==> src/rtl/core/indexed_list_store_macros.svh <==
// Assertion macros shared by the indexed list store RTL.
`ifndef INDEXED_LIST_STORE_MACROS_SVH
`define INDEXED_LIST_STORE_MACROS_SVH

// A condition that holds at every clock edge out of reset.
`define ILST_ASSERT_HOLDS(lbl, cond, msg) \
  lbl: assert property (@(posedge clk) disable iff (!rst_n) (cond)) else $error(msg);

// A condition that implies another in the same cycle.
`define ILST_ASSERT_IMPLIES(lbl, ante, cons, msg) \
  lbl: assert property (@(posedge clk) disable iff (!rst_n) (ante) |-> (cons)) \
    else $error(msg);

// A condition that implies another in the following cycle.
`define ILST_ASSERT_NEXT(lbl, ante, cons, msg) \
  lbl: assert property (@(posedge clk) disable iff (!rst_n) (ante) |=> (cons)) \
    else $error(msg);

`endif

==> src/rtl/core/ilst_pkg.sv <==
// Shared constants and types of the indexed list store.
package ilst_pkg;

  localparam int DEPTH_DEF      = 64;
  localparam int DATA_WIDTH_DEF = 32;

  localparam int OP_W   = 3;
  localparam int POS_W  = 6;
  localparam int VAL_W  = 32;
  localparam int STAT_W = 2;
  localparam int LEN_W  = 7;

  localparam int IN_TDATA_W  = 40;
  localparam int OUT_TDATA_W = 48;

  typedef logic [OP_W-1:0]   op_t;
  typedef logic [STAT_W-1:0] status_t;

  localparam op_t OP_PUSH   = 3'd0;
  localparam op_t OP_POP    = 3'd1;
  localparam op_t OP_INSERT = 3'd2;
  localparam op_t OP_DELETE = 3'd3;
  localparam op_t OP_SET    = 3'd4;
  localparam op_t OP_GET    = 3'd5;

  localparam status_t ST_OK    = 2'd0;
  localparam status_t ST_FULL  = 2'd1;
  localparam status_t ST_EMPTY = 2'd2;
  localparam status_t ST_RANGE = 2'd3;

endpackage

==> src/rtl/core/ilst_ram.sv <==
// Generic single-write, single-read RAM with registered read data.
module ilst_ram #(
  parameter int WIDTH = ilst_pkg::DATA_WIDTH_DEF,
  parameter int DEPTH = ilst_pkg::DEPTH_DEF
) (
  input  logic                     clk,
  input  logic                     we,
  input  logic [$clog2(DEPTH)-1:0] waddr,
  input  logic [WIDTH-1:0]         wdata,
  input  logic [$clog2(DEPTH)-1:0] raddr,
  output logic [WIDTH-1:0]         rdata
);

  logic [WIDTH-1:0] mem_r [DEPTH];
  logic [WIDTH-1:0] rdata_r;

  always_ff @(posedge clk) begin
    if (we) begin
      mem_r[waddr] <= wdata;
    end
    rdata_r <= mem_r[raddr];
  end

  assign rdata = rdata_r;

endmodule

==> src/rtl/core/indexed_list_store.sv <==
// Top level of the indexed list store: request sequencer around one element RAM.
//
//   Channel  Ports                      Beat contents
//   in       in_tvalid/in_tready        tuser: operation; tdata: position, item_value
//   out      out_tvalid/out_tready      tdata: read_value, status, length
//
// A request that touches no element goes straight to the done state; one that only writes
// one passes through the put state, and a get through the read and get states. An insert
// or delete moves each entry over the single RAM read and write port, in a read state and
// then a write state; an insert ends in the put state. A set that opens a gap zero-fills it
// in the fill state. Reset clears the state, the length and out_tvalid, not the RAM.
// A result waiting on out_tready holds the sequencer in its final state.
`include "indexed_list_store_macros.svh"

module indexed_list_store #(
  parameter int DEPTH      = ilst_pkg::DEPTH_DEF,
  parameter int DATA_WIDTH = ilst_pkg::DATA_WIDTH_DEF
) (
  input  logic                             clk,
  input  logic                             rst_n,
  input  logic                             in_tvalid,
  output logic                             in_tready,
  // position [5:0], item_value [37:6], zero padding [39:38]
  input  logic [ilst_pkg::IN_TDATA_W-1:0]  in_tdata,
  // operation [2:0]
  input  logic [ilst_pkg::OP_W-1:0]        in_tuser,
  output logic                             out_tvalid,
  input  logic                             out_tready,
  // read_value [31:0], status [33:32], length [40:34], zero padding [47:41]
  output logic [ilst_pkg::OUT_TDATA_W-1:0] out_tdata
);

  import ilst_pkg::*;

  localparam int AW = $clog2(DEPTH);
  localparam int CW = $clog2(DEPTH + 1);
  localparam int XW = (CW > POS_W) ? CW : POS_W;
  localparam int EW = (DATA_WIDTH > VAL_W) ? DATA_WIDTH : VAL_W;
  localparam int LW = (CW > LEN_W) ? CW : LEN_W;
  localparam logic [XW-1:0] DEPTH_X = XW'(DEPTH);

  typedef enum logic [6:0] {
    S_IDLE = 7'b0000001,
    S_RD   = 7'b0000010,
    S_WR   = 7'b0000100,
    S_FILL = 7'b0001000,
    S_PUT  = 7'b0010000,
    S_GET  = 7'b0100000,
    S_DONE = 7'b1000000
  } state_t;

  state_t                 state_r, state_nxt;
  logic [CW-1:0]          count_r, count_nxt;
  logic [AW-1:0]          idx_r, idx_nxt;
  logic [AW-1:0]          pos_r, pos_nxt;
  op_t                    op_r, op_nxt;
  logic [DATA_WIDTH-1:0]  val_r, val_nxt;
  status_t                st_r, st_nxt;
  logic [DATA_WIDTH-1:0]  res_r, res_nxt;
  logic                   out_tvalid_r, out_tvalid_nxt;
  logic [OUT_TDATA_W-1:0] out_data_r, out_data_nxt;

  logic                   acc;
  logic [POS_W-1:0]       in_pos;
  logic [VAL_W-1:0]       in_val;
  logic [XW-1:0]          pos_x;
  logic [XW-1:0]          pos_inc;
  logic [XW-1:0]          cnt_x;
  logic [EW-1:0]          val_ext;
  logic [EW-1:0]          res_ext;
  logic [LW-1:0]          len_ext;
  logic [AW-1:0]          nb;

  logic                   ram_we;
  logic [AW-1:0]          ram_waddr;
  logic [AW-1:0]          ram_raddr;
  logic [DATA_WIDTH-1:0]  ram_wdata;
  logic [DATA_WIDTH-1:0]  ram_rdata;

  assign in_tready = (state_r == S_IDLE);
  assign acc       = in_tvalid && in_tready;
  assign in_pos    = in_tdata[POS_W-1:0];
  assign in_val    = in_tdata[POS_W +: VAL_W];
  assign pos_x     = XW'(in_pos);
  assign pos_inc   = pos_x + XW'(1);
  assign cnt_x     = XW'(count_r);
  assign val_ext   = EW'(in_val);
  assign res_ext   = EW'(res_r);
  assign len_ext   = LW'(count_r);

  // The shared index step: downwards while an insert opens a hole, upwards otherwise.
  assign nb = (op_r == OP_INSERT) ? (idx_r - AW'(1)) : (idx_r + AW'(1));

  always_comb begin
    state_nxt      = state_r;
    count_nxt      = count_r;
    idx_nxt        = idx_r;
    pos_nxt        = pos_r;
    op_nxt         = op_r;
    val_nxt        = val_r;
    st_nxt         = st_r;
    res_nxt        = res_r;
    out_tvalid_nxt = out_tvalid_r;
    out_data_nxt   = out_data_r;
    ram_we         = 1'b0;
    ram_waddr      = idx_r;
    ram_wdata      = val_r;
    ram_raddr      = nb;

    if (out_tvalid_r && out_tready) begin
      out_tvalid_nxt = 1'b0;
    end

    case (state_r)
      S_IDLE: begin
        if (in_tvalid) begin
          op_nxt    = in_tuser;
          val_nxt   = val_ext[DATA_WIDTH-1:0];
          pos_nxt   = pos_x[AW-1:0];
          st_nxt    = ST_OK;
          res_nxt   = '0;
          state_nxt = S_DONE;
          case (in_tuser)
            OP_PUSH: begin
              if (cnt_x == DEPTH_X) begin
                st_nxt = ST_FULL;
              end else begin
                idx_nxt   = count_r[AW-1:0];
                count_nxt = count_r + CW'(1);
                state_nxt = S_PUT;
              end
            end
            OP_POP: begin
              if (count_r == '0) begin
                st_nxt = ST_EMPTY;
              end else begin
                count_nxt = count_r - CW'(1);
              end
            end
            OP_INSERT: begin
              if (pos_x > cnt_x) begin
                st_nxt = ST_RANGE;
              end else if (cnt_x == DEPTH_X) begin
                st_nxt = ST_FULL;
              end else begin
                idx_nxt   = count_r[AW-1:0];
                count_nxt = count_r + CW'(1);
                state_nxt = (pos_x == cnt_x) ? S_PUT : S_RD;
              end
            end
            OP_DELETE: begin
              if (count_r == '0) begin
                st_nxt = ST_EMPTY;
              end else if (pos_x >= cnt_x) begin
                st_nxt = ST_RANGE;
              end else begin
                idx_nxt   = pos_x[AW-1:0];
                count_nxt = count_r - CW'(1);
                if (pos_inc != cnt_x) begin
                  state_nxt = S_RD;
                end
              end
            end
            OP_SET: begin
              if (pos_x >= DEPTH_X) begin
                st_nxt = ST_RANGE;
              end else if (pos_x < cnt_x) begin
                idx_nxt   = pos_x[AW-1:0];
                state_nxt = S_PUT;
              end else begin
                count_nxt = pos_inc[CW-1:0];
                if (pos_x == cnt_x) begin
                  idx_nxt   = pos_x[AW-1:0];
                  state_nxt = S_PUT;
                end else begin
                  idx_nxt   = count_r[AW-1:0];
                  state_nxt = S_FILL;
                end
              end
            end
            OP_GET: begin
              if (count_r == '0) begin
                st_nxt = ST_EMPTY;
              end else if (pos_x >= cnt_x) begin
                st_nxt = ST_RANGE;
              end else begin
                idx_nxt   = pos_x[AW-1:0];
                state_nxt = S_RD;
              end
            end
            default: begin
            end
          endcase
        end
      end
      S_RD: begin
        if (op_r == OP_GET) begin
          ram_raddr = idx_r;
          state_nxt = S_GET;
        end else begin
          state_nxt = S_WR;
        end
      end
      S_WR: begin
        ram_we    = 1'b1;
        ram_wdata = ram_rdata;
        idx_nxt   = nb;
        if (op_r == OP_INSERT) begin
          state_nxt = (nb == pos_r) ? S_PUT : S_RD;
        end else begin
          state_nxt = (nb == count_r[AW-1:0]) ? S_DONE : S_RD;
        end
      end
      S_FILL: begin
        ram_we    = 1'b1;
        ram_wdata = '0;
        idx_nxt   = nb;
        if (nb == pos_r) begin
          state_nxt = S_PUT;
        end
      end
      S_PUT: begin
        ram_we    = 1'b1;
        state_nxt = S_DONE;
      end
      S_GET: begin
        res_nxt   = ram_rdata;
        state_nxt = S_DONE;
      end
      S_DONE: begin
        if (!out_tvalid_r || out_tready) begin
          out_data_nxt   = OUT_TDATA_W'({len_ext[LEN_W-1:0], st_r, res_ext[VAL_W-1:0]});
          out_tvalid_nxt = 1'b1;
          state_nxt      = S_IDLE;
        end
      end
      default: begin
        state_nxt = S_IDLE;
      end
    endcase
  end

  always_ff @(posedge clk) begin
    if (!rst_n) begin
      state_r      <= S_IDLE;
      count_r      <= '0;
      out_tvalid_r <= 1'b0;
    end else begin
      state_r      <= state_nxt;
      count_r      <= count_nxt;
      out_tvalid_r <= out_tvalid_nxt;
    end
  end

  always_ff @(posedge clk) begin
    idx_r      <= idx_nxt;
    pos_r      <= pos_nxt;
    op_r       <= op_nxt;
    val_r      <= val_nxt;
    st_r       <= st_nxt;
    res_r      <= res_nxt;
    out_data_r <= out_data_nxt;
  end

  ilst_ram #(
    .WIDTH (DATA_WIDTH),
    .DEPTH (DEPTH)
  ) u_ram (
    .clk   (clk),
    .we    (ram_we),
    .waddr (ram_waddr),
    .wdata (ram_wdata),
    .raddr (ram_raddr),
    .rdata (ram_rdata)
  );

  assign out_tvalid = out_tvalid_r;
  assign out_tdata  = out_data_r;

  `ILST_ASSERT_HOLDS(a_count_bound, cnt_x <= DEPTH_X, "Length exceeds the capacity.")
  `ILST_ASSERT_IMPLIES(a_write_below_length, ram_we, XW'(ram_waddr) < cnt_x, "Write beyond the length.")
  `ILST_ASSERT_NEXT(a_count_only_on_accept, !acc, $stable(count_r), "Length moved without a request.")
  `ILST_ASSERT_NEXT(a_busy_after_accept, acc, !in_tready, "Ready straight after a request.")
  `ILST_ASSERT_IMPLIES(a_result_from_done, $rose(out_tvalid_r), $past(state_r == S_DONE), "Result outside completion.")

endmodule
==> config.mk <==
export PLATFORM = sky130hd
export DESIGN_NAME = indexed_list_store
export DESIGN_NICKNAME = d
export VERILOG_FILES = /design/src/rtl/core/ilst_pkg.sv /design/src/rtl/core/ilst_ram.sv /design/src/rtl/core/indexed_list_store.sv
export VERILOG_INCLUDE_DIRS = /design/src /design/src/rtl/core
export SDC_FILE = /design/constraint.sdc
export NUM_CORES = 2
export LEC_CHECK = 0
export BUFFER_PORTS_ARGS = -buffer_cell sky130_fd_sc_hd__clkbuf_2
export CAP_MARGIN = 20
export CORE_AREA = 2 2 372 522
export CTS_CLUSTER_SIZE = 24
export DETAILED_ROUTE_END_ITERATION = 12
export DIE_AREA = 0 0 374 524
export PLACE_DENSITY_LB_ADDON = 0.15
export SLEW_MARGIN = 20
export SYNTH_ARGS = -nofsm -noshare
export SYNTH_HDL_FRONTEND = slang
export SYNTH_HIERARCHICAL = 1
export SYNTH_SLANG_ARGS = --single-unit
==> constraint.sdc <==
create_clock -name clk -period 7.35 [get_ports clk]
set_input_delay 1.47 -clock clk [delete_from_list [all_inputs] [get_ports clk]]
set_output_delay 1.47 -clock clk [all_outputs]
set_load 0.05 [all_outputs]
# Word level (Yosys, flattened, before mapping)
# Memory sizes are Yosys's and may differ from the RTL's. A register that Yosys moved wholly into a read port is not among the register bits.
# Cells that the tools add are included.
# W data, S select, Z words.
[op_classes]
mux = 58
n_eq_ne = 33
addsub = 5
n_reduce_logical = 18
n_lt_le_gt_ge = 4
[op_table]
columns = ["op", "count"]
rows = [
  ["$mux W7", 21],
  ["$pmux W32 S2", 2],
  ["$mux W6", 12],
  ["$pmux W7 S5", 2],
  ["$pmux W7 S6", 1],
  ["$mux W32", 1],
  ["$pmux W6 S4", 1],
  ["$mux W5", 4],
  ["$ne A2 B2 Y1 const B", 9],
  ["$eq A7 B7 Y1 const B", 2],
  ["$eq A6 B6 Y1", 2],
  ["$ne A3 B3 Y1 const B", 4],
  ["$pmux W6 S2", 1],
  ["$mux W2", 5],
  ["$pmux W2 S5", 1],
  ["$eq A3 B2 Y1 const B", 3],
  ["$eq A3 B3 Y1 const B", 3],
  ["$reduce_and A9 Y1", 1],
  ["$add A6 B1 Y7 const B", 1],
  ["$add A7 B1 Y7 const B", 1],
  ["$eq A6 B7 Y1", 1],
  ["$eq A7 B1 Y1 const B", 1],
  ["$eq A7 B2 Y1 const B", 1],
  ["$eq A7 B3 Y1 const B", 1],
  ["26 further kinds", 37],
]
[totals]
ff_bits = 137
n_memories = 1
input_bits = 47
ram_bits = 2048
[memory_table]
columns = ["name", "depth", "width", "read_ports", "rd_ports_with_merged_regs", "write_ports", "line", "source"]
rows = [
  ["u_ram.mem_r", 64, 32, 1, 1, 1, "ilst_ram.sv:14", "logic [WIDTH-1:0] mem_r [DEPTH];"],
]

# Longest topological paths before layout
[logic_depth]
ltp_word = 8
depth_mapped = 15

# Modules after synthesis
# Netlist, hierarchy kept.
[modules_own_cells]
columns = ["module", "instances", "area_per_inst_um2", "seq_area_each_um2", "cells_each"]
rows = [
  ["ilst_ram", 1, 79039.6, 62139.6, 3511],
  ["indexed_list_store", 1, 6741.5, 3963.8, 574],
]

# Worst setup path before layout
# No wires, ideal clock.
[synth_timing]
kind = "reg2reg"
start = "register state_r[1]"
end = "memory u_ram/mem_r[0][0] (netlist bit), data pin"
arrival_ns = 3.680
required_time_ns = 6.649
path_buffers = 2
path_slack_ns = 2.968
stages_incl_launch_ff = 7
setup_time_ns = 0.701
path_cell_list = "dfxtp_1 or4_4 or4b_1 clkbuf_1 clkbuf_1 nand2_1 o21ai_0"
[synth_between]
elab_chain_len = 2
word_cells_on_any_way = 3
cone_classes = "eq/ne: 2; mux: 1"
[synth_lines]
columns = ["element", "line", "source"]
rows = [
  ["start: declaration", "indexed_list_store.sv:52", "state_t state_r, state_nxt;"],
  ["start signal: assignment", "indexed_list_store.sv:249", "state_r <= state_nxt;"],
  ["$eq A7 B4 Y1 / $eq A7 B3 Y1 (equally long branches)", "indexed_list_store.sv:114", "case (state_r)"],
  ["$pmux W32 S2 *", "indexed_list_store.sv:114", ""],
  ["via ram_wdata[0]", "indexed_list_store.sv:77", "logic [DATA_WIDTH-1:0] ram_wdata;"],
  ["end: declaration", "ilst_ram.sv:14", ""],
]
# The timed path passes the listed nets; every way through them passes the cells marked *.

# Worst setup path in the final report
[layout_timing]
start = "register op_r[2]"
end = "register u_ram.rdata_r[0] (netlist: u_ram/rdata[0]) (read register of u_ram.mem_r)"
[layout_between]
elab_chain_len = 4
word_cells_on_any_way = 5
cone_classes = "eq/ne: 2; mux: 3"
[layout_lines]
columns = ["element", "line", "source"]
rows = [
  ["start: declaration", "indexed_list_store.sv:56", "op_t op_r, op_nxt;"],
  ["start signal: assignment", "indexed_list_store.sv:258", "op_r <= op_nxt;"],
  ["$eq A3 B2 Y1", "indexed_list_store.sv:92", "assign nb = (op_r == OP_INSERT) ? (idx_r - AW'(1)) : (idx_r + AW'(1));"],
  ["$mux W6", "indexed_list_store.sv:92", ""],
  ["$mux W6", "indexed_list_store.sv:197", "if (op_r == OP_GET) begin"],
  ["$mux W6 *", "indexed_list_store.sv:114", ""],
  ["via ram_raddr[3]", "indexed_list_store.sv:76", "logic [AW-1:0] ram_raddr;"],
  ["end: declaration", "ilst_ram.sv:15", "logic [WIDTH-1:0] rdata_r;"],
]
# Marks and branches as above.
# A chain may end at the register's enable or synchronous reset.

==> run_results.csv <==
group,metric,value,unit
yosys,ys_dominant_reg_cell,"edfxtp_1",
yosys,cell_area_after_synthesis,85800,um2
place,finalWeightedCongestion,0.812,
floorplan,ioPinCount,97,
setup_path,reg2reg_slack,2.08,ns
power_and_ir_drop,internal_power,0.0240,W
cts,cts_tree,"done",
worst_hold_path,min_delay_path_depth,0,
run_status,run_status,"finished clean",
setup_path,critical_path.max_fanout,42,
power_and_ir_drop,power.sequential.fraction,42.1,%
cts,cts-resized-gates,0,
yosys,syn-instance-count,4085,
floorplan,floorplan.initialDensity,44.9,%
yosys,synth_seq_area_share,77.1,%
floorplan,die_outline_area,196000,um2
setup_path,timing.rr.end,"u_ram/rdata[0]",
cts,clkSlewWorstSetupHoldPaths,0.07,ns
power_and_ir_drop,power.share.switching,31.6,%
setup_path,critPathKind,"flop to flop",
worst_hold_path,hold_path_sink,"out_tdata[17]",
yosys,synth-seq-cells,2217,
global_route,grt_pass1_vias,42900,
route,drt_drc_violations_left,0,
power_and_ir_drop,power-per-cell-area,364,nW/um2
global_route,maximum_number_of_pins_on_one_net_before_global_route_repair,92,
route,drt_wl_total,222,mm
worst_hold_path,min_delay_src,"res_ext[17]",
sta,final.min_clock_period,5.27,ns
cts,post_cts_buffers,0,
cts,clock_tree.root_cell,"clkbuf_16",
setup_path,r2r.worst_path.cells,12,
yosys,synthesis_warning_total,6,
yosys,asyncSetResetFlopFracSynth,0,%
power_and_ir_drop,combinational_power_share,28.5,%
floorplan,core_region_area,191000,um2
power_and_ir_drop,design_power_total,0.0351,W
sta,skew,0.0470,ns
cts,cts_made_buffers,206,
yosys,syn_avg_cell_area,21.0,um2
floorplan,fp.dieH,524,um
place,portBuffers,87,
floorplan,die_w,374,um
cts,clock_latency_on_the_worst_skew_pair,0.85,ns
floorplan,fp-row-count,190,
global_route,global_route.overflow_total,0,
route,pre_antenna_drt_iters,6,
global_route,grt_first_pass_wirelength,316,mm
finish,layout_commonest_cell,"edfxtp_1",
global_route,grtUsageTotal,22.6,%
place,hpwl,124,mm
route,vias_per_cell,5.99,
setup_path,worstSetupStartpointType,"flop",
sta,fin_crit_sh,71.6,%
sta,postLayoutSetupSlackWorst,2.08,ns
place,dp.cells,6582,
yosys,synth_cell_types,84,
sta,final-hold-violation-count,0,
finish,layout.nets,4360,
finish,areaGrowthSynthToFinish,12.5,%
finish,fraction_of_final_layout_cells_with_drive_strength_greater_than_1,24.7,%
power_and_ir_drop,power.share.clock,29.4,%
cts,cts.htree.levels,4,
sta,unrepaired_setup_endpoints_after_global_routing,"false",
cts,clock_sink_count,2217,
setup_path,crit-reg2reg-launch,"op_r[2]",
setup_path,endpoint_kind,"flop",
route,postRouteAntennaNets,0,
route,drt_iter0_drcs,3881,
sta,setup-tns-final,0,ns
worst_hold_path,worst_hold_check_path_type,"flop to flop",
power_and_ir_drop,power_leakage,30.6,nW
flow_run,max_cap_viol_count,0,
finish,n_fill_cell,15200,
sta,final_slew_violations,0,
power_and_ir_drop,maximum_vdd_drop,0.293,mV
finish,final_cell_mix,"edfxtp_1, mux4_2, clkbuf_16",
sta,hold-worst-slack,0.416,ns
cts,cts-root-to-sink-buffers,4,
sta,max_clock_freq,0.190,GHz
global_route,antenna_found_initial,8,
cts,post_cts_hold_buffer_count,0,
setup_path,critPathRequiredTime,8.01,ns
setup_path,arrival,5.93,ns
route,vias,41600,
power_and_ir_drop,switchingPower,0.0111,W
sta,max-slew-margin-rel,24.3,%
place,placement.setup.worst_slack,2.15,ns
sta,worstMarginPinSlew,1.13,ns
finish,post_layout_cell_count,6950,
route,wl_per_cell,32.0,um
yosys,synth_edf_count,2170,
sta,setup-violations-final,0,
cells by family after synthesis:
| logic type | Yosys count | synth area share, % |
|---|---|---|
| AND/OR/NAND/NOR | 448 | 2.61 |
| AO/OA/AOI/OAI | 463 | 3.74 |
| adder cells (fa/ha/maj) | 18 | 0.280 |
| other | 1 | 0.00437 |
| flip-flops | 2217 | 77.1 |
| multiplexers | 645 | 14.0 |
| buffers and inverters | 256 | 1.76 |
| XOR/XNOR | 37 | 0.506 |
how the worst max path moves through the flow:
| stage | startpoint | end | slack, ns | depth (start not counted) |
|---|---|---|---|---|
| floorplan | state_r[1] | u_ram/mem_r[0][0] | 2.97 | 6 |
| global placement | op_r[0] | u_ram/rdata[0] | 2.18 | 12 |
| detailed placement | op_r[0] | u_ram/rdata[0] | 2.15 | 12 |
| CTS | op_r[0] | u_ram/rdata[0] | 2.14 | 12 |
| global route | op_r[0] | u_ram/rdata[0] | 1.85 | 12 |
| finish | op_r[2] | u_ram/rdata[0] | 2.08 | 12 |
through the flow:
| step | cell area, um2 | utilization, % |
|---|---|---|
| 5_1_grt | 96500 | 50.6 |
| 4_1_cts | 96500 | 50.5 |
| 2_1_floorplan | 85800 | - |
| 3_5_place_dp | 90100 | 47.2 |
| 6_report | 96500 | 50.6 |
| 3_3_place_gp | 90100 | 47.2 |
sequential cells by signal, summed over array words and instances, names as in the netlist:
name         flops
state_r          7
idx_r            6
val_r           32
cnt_x            7
u_ram/rdata     32
u_ram/mem_r   2048
out_tvalid       1
res_ext         32
pos_r            6
out_tdata       41
st_r             2
op_r             3
Yosys cell counts (36+ instances only):
cell | n | area, um2
o22ai_1 | 42 | 263
mux4_2 | 446 | 10000
buf_4 | 36 | 270
a21oi_1 | 49 | 245
and2_1 | 36 | 225
dfxtp_1 | 47 | 941
nand3_1 | 60 | 300
mux2i_1 | 195 | 1950
buf_2 | 55 | 275
o21ai_0 | 78 | 390
a22oi_1 | 128 | 961
nor2_1 | 108 | 405
nand2_1 | 123 | 462
edfxtp_1 | 2170 | 65200
clkbuf_1 | 99 | 372
power groups by stage:
| stage | registers (W) | logic, W | clock network [W] |
|---|---|---|---|
| global route | 0.0148 | 0.0106 | 0.0110 |
| global placement | 0.0150 | 0.0100 | 0 |
| detailed placement | 0.0150 | 0.0101 | 0 |
| finish | 0.0148 | 0.0100 | 0.0103 |
| CTS | 0.0148 | 0.0101 | 0.0105 |
| floorplan | 0.0149 | 0.00659 | 0 |
worst max-delay path, cell delays in order (launching register included):
cell      delay, ns
edfxtp_1       0.41
nor3b_2        0.71
ha_1           0.37
a211oi_1       0.31
o21bai_1       0.24
xnor2_1        0.19
mux2_4         0.51
buf_4          0.65
nand3b_1       0.57
o221ai_1       0.35
a21oi_1        0.09
a21oi_1        0.56
a311oi_1       0.10
metal layers:
layer	wire, um	track usage (%)	up-vias
met1	89300	29.4	22600
met5	0	0	-
met2	117000	40.5	1230
met3	10400	2.58	318
met4	5360	5.89	0
li1	-	-	17400
area by class of cell:
cell class,count,area (um2),area share [%]
flip-flops and latches,2217,66100,68.5
multi-input cells,1618,19100,19.8
clock buffers,279,5650,5.86
well taps,2496,3120,3.24
repair buffers,235,1700,1.76
clock inverters,83,724,0.751
inverters,17,68.8,0.0713
diodes,5,12.5,0.0130
No activity file was read; power rests on OpenSTA's default activity.
